File: config.mk
export PLATFORM = sky130hd
export DESIGN_NAME = matrix_keypad_scanner_debounce
export DESIGN_NICKNAME = d
export VERILOG_FILES = /design/src/design/kpd_pkg.sv /design/src/design/kpd_core.sv /design/src/design/matrix_keypad_scanner_debounce.sv
export SDC_FILE = /design/constraint.sdc
export NUM_CORES = 1
export LEC_CHECK = 0
export BUFFER_PORTS_ARGS = -buffer_cell sky130_fd_sc_hd__clkbuf_2
export CORE_MARGIN = 5
export CORE_UTILIZATION = 55
export CTS_CLUSTER_SIZE = 10
export DETAILED_ROUTE_END_ITERATION = 10
export HOLD_SLACK_MARGIN = 0.12
export PLACE_DENSITY_LB_ADDON = 0.05
export SYNTH_ARGS = -nofsm -noshare
export SYNTH_HDL_FRONTEND = slang
export SYNTH_SLANG_ARGS = --single-unit
export TNS_END_PERCENT = 1
File: constraint.sdc
create_clock -name clk_i -period 8.5 [get_ports clk_i]
set_input_delay 2.55 -clock clk_i [delete_from_list [all_inputs] [get_ports clk_i]]
set_output_delay 2.55 -clock clk_i [all_outputs]
set_load 0.03 [all_outputs]
File: src/design/kpd_pkg.sv
package kpd_pkg;

  // debounce length after reset
  localparam logic [7:0] DEBOUNCE_RESET = 8'd20;

  // indices up to this value have a character
  localparam int unsigned LAST_MAPPED_KEY = 20;

  // one result beat as it leaves the core
  typedef struct packed {
    logic [3:0] column_drive;
    logic       key_valid;
    logic [4:0] key_index;
    logic [7:0] key_char;
  } kpd_result_t;

  // fixed key legend: matrix by row, then the standalone buttons
  function automatic logic [7:0] kpd_char(input logic [7:0] idx);
    logic [7:0] c;
    unique case (idx)
      8'd1:    c = "1";
      8'd2:    c = "2";
      8'd3:    c = "3";
      8'd4:    c = "A";
      8'd5:    c = "4";
      8'd6:    c = "5";
      8'd7:    c = "6";
      8'd8:    c = "B";
      8'd9:    c = "7";
      8'd10:   c = "8";
      8'd11:   c = "9";
      8'd12:   c = "C";
      8'd13:   c = "*";
      8'd14:   c = "0";
      8'd15:   c = "#";
      8'd16:   c = "D";
      8'd17:   c = "Q";
      8'd18:   c = "W";
      8'd19:   c = "E";
      8'd20:   c = "R";
      default: c = 8'h00;
    endcase
    return c;
  endfunction

endpackage

File: src/design/kpd_core.sv
module kpd_core #(
  parameter int unsigned COLUMNS       = 4,
  parameter int unsigned ROWS          = 4,
  parameter int unsigned EXTRA_BUTTONS = 4
) (
  input  logic                clk_i,
  input  logic                rst_ni,
  input  logic                step_i,
  input  logic [3:0]          row_lines_i,
  input  logic [3:0]          button_lines_i,
  input  logic [7:0]          debounce_i,
  output kpd_pkg::kpd_result_t result_o
);
  import kpd_pkg::*;

  localparam int unsigned MATRIX_KEYS = COLUMNS * ROWS;
  localparam int unsigned ROW_LIMIT   = (ROWS < 4) ? ROWS : 4;
  localparam int unsigned BTN_LIMIT   = (EXTRA_BUTTONS < 4) ? EXTRA_BUTTONS : 4;
  localparam int unsigned COL_W       = (COLUMNS > 1) ? $clog2(COLUMNS) : 1;
  localparam int unsigned IDX_W       = $clog2(MATRIX_KEYS + EXTRA_BUTTONS + 1);

  // phase codes
  localparam logic [1:0] PH_SCAN    = 2'd0;
  localparam logic [1:0] PH_PRESS   = 2'd1;
  localparam logic [1:0] PH_RELEASE = 2'd2;
  localparam logic [1:0] PH_POST    = 2'd3;

  logic [1:0]       phase_q, phase_d;
  logic [COL_W-1:0] col_q, col_d;
  logic [7:0]       tick_q, tick_d;
  logic [IDX_W-1:0] held_q, held_d;

  logic [7:0]       tick_inc;
  logic [IDX_W-1:0] found;
  logic [IDX_W-1:0] report;
  logic [1:0]       row_sel;
  logic [1:0]       btn_sel;
  logic             is_button;
  logic             valid;
  logic [COL_W-1:0] col_next;
  logic [7:0]       report_wide;

  assign tick_inc  = tick_q + 8'd1;
  assign is_button = (int'(held_q) > MATRIX_KEYS);
  assign btn_sel   = 2'(int'(held_q) - MATRIX_KEYS - 1);
  assign col_next  = (int'(col_q) == COLUMNS - 1) ? '0 : COL_W'(int'(col_q) + 1);

  // row of the held matrix key, by comparing against each row's first key
  always_comb begin
    row_sel = 2'd0;
    for (int r = 1; r < ROWS; r++) begin
      if (int'(held_q) > r * COLUMNS) begin
        row_sel = 2'(r);
      end
    end
  end

  // press search: buttons first, highest bit wins, then highest row
  always_comb begin
    found = '0;
    for (int i = 0; i < BTN_LIMIT; i++) begin
      if (!button_lines_i[i]) begin
        found = IDX_W'(MATRIX_KEYS + 1 + i);
      end
    end
    if (found == '0) begin
      for (int i = 0; i < ROW_LIMIT; i++) begin
        if (!row_lines_i[i]) begin
          found = IDX_W'(i * COLUMNS + int'(col_q) + 1);
        end
      end
    end
  end

  // phase sequencing
  always_comb begin
    phase_d = phase_q;
    col_d   = col_q;
    tick_d  = tick_q;
    held_d  = held_q;
    valid   = 1'b0;
    report  = '0;
    unique case (phase_q)
      PH_PRESS: begin
        tick_d = tick_inc;
        if (tick_inc >= debounce_i) begin
          phase_d = PH_RELEASE;
          tick_d  = 8'd0;
        end
      end
      PH_RELEASE: begin
        if (is_button) begin
          if (button_lines_i[btn_sel]) begin
            valid  = 1'b1;
            report = held_q;
          end
        end else if (row_lines_i[row_sel]) begin
          phase_d = PH_POST;
          tick_d  = 8'd0;
        end
      end
      PH_POST: begin
        tick_d = tick_inc;
        if (tick_inc >= debounce_i) begin
          valid  = 1'b1;
          report = held_q;
        end
      end
      default: begin
        if (found != '0) begin
          held_d  = found;
          phase_d = PH_PRESS;
          tick_d  = 8'd0;
        end else begin
          col_d = col_next;
        end
      end
    endcase
    // report closes the key and moves the scan on
    if (valid) begin
      held_d  = '0;
      phase_d = PH_SCAN;
      tick_d  = 8'd0;
      col_d   = col_next;
    end
  end

  // result beat
  assign report_wide = 8'(report);

  always_comb begin
    for (int b = 0; b < 4; b++) begin
      result_o.column_drive[b] = (int'(col_d) != b);
    end
    result_o.key_valid = valid;
    result_o.key_index = report_wide[4:0];
    result_o.key_char  = (int'(report) <= LAST_MAPPED_KEY) ? kpd_char(report_wide) : 8'h00;
  end

  // scan state
  always_ff @(posedge clk_i or negedge rst_ni) begin
    if (!rst_ni) begin
      phase_q <= PH_SCAN;
      col_q   <= '0;
      tick_q  <= 8'd0;
      held_q  <= '0;
    end else if (step_i) begin
      phase_q <= phase_d;
      col_q   <= col_d;
      tick_q  <= tick_d;
      held_q  <= held_d;
    end
  end

endmodule

File: src/design/matrix_keypad_scanner_debounce.sv
// the result beat is registered at the edge that accepts the input beat
// throughput: one beat per cycle; the input stalls only while a result waits
//   in the output register and the output side stalls
// reset: asynchronous active low; column counter at zero, scanning, no key held,
//   debounce length 20, output register empty
module matrix_keypad_scanner_debounce #(
  parameter int unsigned COLUMNS       = 4,
  parameter int unsigned ROWS          = 4,
  parameter int unsigned EXTRA_BUTTONS = 4
) (
  input  logic       clk_i,
  input  logic       rst_ni,
  input  logic       debounce_ticks_we_i,
  input  logic [7:0] debounce_ticks_i,
  input  logic       in_valid_i,
  output logic       in_stall_o,
  input  logic [3:0] row_lines_i,
  input  logic [3:0] button_lines_i,
  output logic       out_valid_o,
  input  logic       out_stall_i,
  output logic [3:0] column_drive_o,
  output logic       key_valid_o,
  output logic [4:0] key_index_o,
  output logic [7:0] key_char_o
);
  import kpd_pkg::*;

  logic [7:0]  debounce_ticks_q;
  logic        accept;
  logic        out_valid_q;
  kpd_result_t result;
  kpd_result_t result_q;

  assign in_stall_o = out_valid_q && out_stall_i;
  assign accept     = in_valid_i && !in_stall_o;

  // configuration register
  always_ff @(posedge clk_i or negedge rst_ni) begin
    if (!rst_ni) begin
      debounce_ticks_q <= DEBOUNCE_RESET;
    end else if (debounce_ticks_we_i) begin
      debounce_ticks_q <= debounce_ticks_i;
    end
  end

  // zero acts like one, which the compare already does
  kpd_core #(
    .COLUMNS      (COLUMNS),
    .ROWS         (ROWS),
    .EXTRA_BUTTONS(EXTRA_BUTTONS)
  ) u_core (
    .clk_i         (clk_i),
    .rst_ni        (rst_ni),
    .step_i        (accept),
    .row_lines_i   (row_lines_i),
    .button_lines_i(button_lines_i),
    .debounce_i    (debounce_ticks_q),
    .result_o      (result)
  );

  // output register
  always_ff @(posedge clk_i or negedge rst_ni) begin
    if (!rst_ni) begin
      out_valid_q <= 1'b0;
    end else if (accept) begin
      out_valid_q <= 1'b1;
    end else if (!out_stall_i) begin
      out_valid_q <= 1'b0;
    end
  end

  always_ff @(posedge clk_i) begin
    if (accept) begin
      result_q <= result;
    end
  end

  assign out_valid_o    = out_valid_q;
  assign column_drive_o = result_q.column_drive;
  assign key_valid_o    = result_q.key_valid;
  assign key_index_o    = result_q.key_index;
  assign key_char_o     = result_q.key_char;

endmodule
==> flow_summary.toml <==
[worst_setup_path]
crit_arrival_ps = 2950
crit_path_end_kind = "output port"
crit_fanout = 3
startpoint_type = "input port"
criticalPathCategory = "in2out"
worstPathRequired_ps = 5950

[power]
p_clk_share_pct = 16.7
intPower_mw = 0.457
p_leak_nw = 1.40
vdd_ir_drop_max_v = 0.000146
p_comb_share_pct = 44.2
switchingPower_mw = 0.335
power.density_nw_per_um2 = 253
p_seq_share_pct = 39.1
swShare_pct = 42.3

[synthesis]
yosys.cell_count.top_type = "nand2_1"
synth_edf_count = 17
synth_area_leaders = "dfrtp_1 (21%), edfxtp_1 (18%), ha_1 (8.9%), nand2_1 (5.6%), o21ai_0 (3.7%)"
synth_top_cell_area_share_pct = 21.3
synth-seq-cells = 43
synthCells = 308
synth_area_leader_cell = "dfrtp_1"
avgSynthCellArea_um2 = 9.15
synth_nets = 349
ys_seq_area_share_pct = 41.3
async_flop_share_pct = 60.5
syn_area_um2 = 2820
ys_types = 61
yosys_warnings = 0
synth_ff_type = "dfrtp_1"
synth_common_cells = "nand2_1 (42), nor2_1 (27), dfrtp_1 (24)"

[worst_hold_path]
worstHoldPathType = "reg2reg"

[floorplan]
coreArea_um2 = 5040
die_area_um2 = 6660
io_pins = 41
start_util_pct = 55.9
die_y_um = 81.6
die_w_um = 81.6
rows = 26

[place]
dp_hpwl_um = 4390
port_buffers = 39
placed_cell_area_um2 = 3050
place_congestion = 0.781

[clock_network]
cts_buffers = 5
clk_latency_ps = 290
tritoncts = "built"
ctsResizeCount = 0
htree_levels = 2
clock-sinks = 43
cts_hold_buf = 0
post_cts_buffers = 0
path_clk_slew_ps = 80
cts-root-buf = "clkbuf_8"
clockBufferDepth = 2

[timing]
finalHoldViolations = 0
finalSetupTns_ps = 0
timing.final.max_slew_violations = 0
slew_headroom_pct = 44.5
setup_viol = 0
rsz0062_at_grt = "no"
min_period_ps = 5500
clock_skew_ps = 10.2
finalCritPeriodShare_pct = 64.7
tightest_slew_ps = 832
max_freq_mhz = 182

[global_route]
grt_pass1_wl_um = 9800
first_global_vias = 2138
grt_max_degree = 27
grtUsageTotal_pct = 19.1
overflow = 0
antenna_found_initial = 0

[final_layout]
nets = 385
final_area_um2 = 3140
area_delta_synth_final_pct = 11.3
drive_gt1_share_pct = 20.6
insertedDiodeCount = 0

[routing]
drt_wl_total_um = 5840
via_per_inst = 5.48
wire_per_inst_um = 14.1
drtIter0Drc = 142
final_antenna_net_count = 0
drc = 0
vias = 2274
dr.pass1.iters = 4

[outcome]
outcome = "finished clean"

[run]
maxCapViolCount = 0
## sequential cells by signal, summed over array words and instances, names as in the netlist
signal            flops
key_char_o            7
u_core.col_q          2
u_core.phase_q        2
column_drive_o        4
debounce_ticks_q      8
u_core.held_q         5
out_valid_o           1
u_core.tick_q         8
key_valid_o           1
key_index_o           5
## cell usage in the layout, fill, tap and decap left out, types with 2 or more instances in the layout
cell,instances
nand2_1,42
clkbuf_2,39
nor2_1,27
dfrtp_1,24
inv_1,21
o21ai_0,21
ha_1,20
a21oi_1,18
edfxtp_1,17
nand3_1,11
nor3_1,7
o21ai_2,7
nand2b_1,6
clkbuf_8,6
and3_1,5
o21ai_1,5
a31oi_1,4
nor2b_1,4
o211ai_1,4
xnor2_1,3
xor2_1,3
nand4_1,3
a32o_1,3
o21ai_4,2
o41ai_2,2
nand2_2,2
a21o_1,2
nor4_1,2
mux2_4,2
dfstp_2,2
## worst max-delay path, stage by stage
cell      delay (ps)
clkbuf_2          80
nand2_1           70
inv_1             60
clkbuf_2         200
## metrics by stage
step	util, %	std cells	hold slack (ps)	worst slack, ps	power, mW
after global routing	62.2	415	546	2970	0.853
after global placement	60.4	407	480	3020	0.657
final	62.2	415	514	3000	0.792
after CTS	62.2	415	509	3000	0.796
after floorplan	-	308	472	3120	0.580
after detailed placement	60.4	407	491	3000	0.662
## path summary, 6_finish.rpt
path / slack [ps] / end / start / depth (start not counted)
max in group asynchronous: 5800 / u_core.col_q[1] / rst_ni / 1
min in group asynchronous: 2270 / debounce_ticks_q[3] / rst_ni / 1
worst min-delay path: 510 / u_core.tick_q[7] / u_core.tick_q[7] / 2
worst min register to register: 510 / u_core.tick_q[7] / u_core.tick_q[7] / 2
worst max-delay path: 3000 / in_stall_o / out_stall_i / 4
worst max register to register: 4590 / key_char_o[4] / u_core.tick_q[0] / 16
## layer usage
metal	wire, um	vias up	track usage (%)
met4	80	0	6.31
met1	2630	1061	24.3
met3	294	8	4.17
met5	0	-	0
li1	-	1163	-
met2	2840	42	32.2
## cell families after synthesis
logic type,after synthesis,synth area share [%]
AO/OA/AOI/OAI,83,20.4
buffers and inverters,33,5.15
adder cells (fa/ha/maj),20,8.88
flip-flops,43,41.3
XOR/XNOR,6,1.86
other,1,0.133
AND/OR/NAND/NOR,117,19.7
multiplexers,5,2.62
## power by group through the flow
stage | sequential, mW | combinational, mW | clock, mW
final | 0.310 | 0.350 | 0.132
after global routing | 0.317 | 0.391 | 0.145
after CTS | 0.309 | 0.351 | 0.135
after detailed placement | 0.314 | 0.348 | 0
after global placement | 0.312 | 0.344 | 0
after floorplan | 0.307 | 0.274 | 0
## final cells by class
class	instances	area, um2
multi-input combinational	232	1510
clock buffer	7	86.3
clock inverter	1	3.75
sequential	43	1160
timing repair buffer	40	203
inverter	22	82.6
tap	70	87.6
fill	442	1910
No activity file was read; power rests on OpenSTA's default activity.
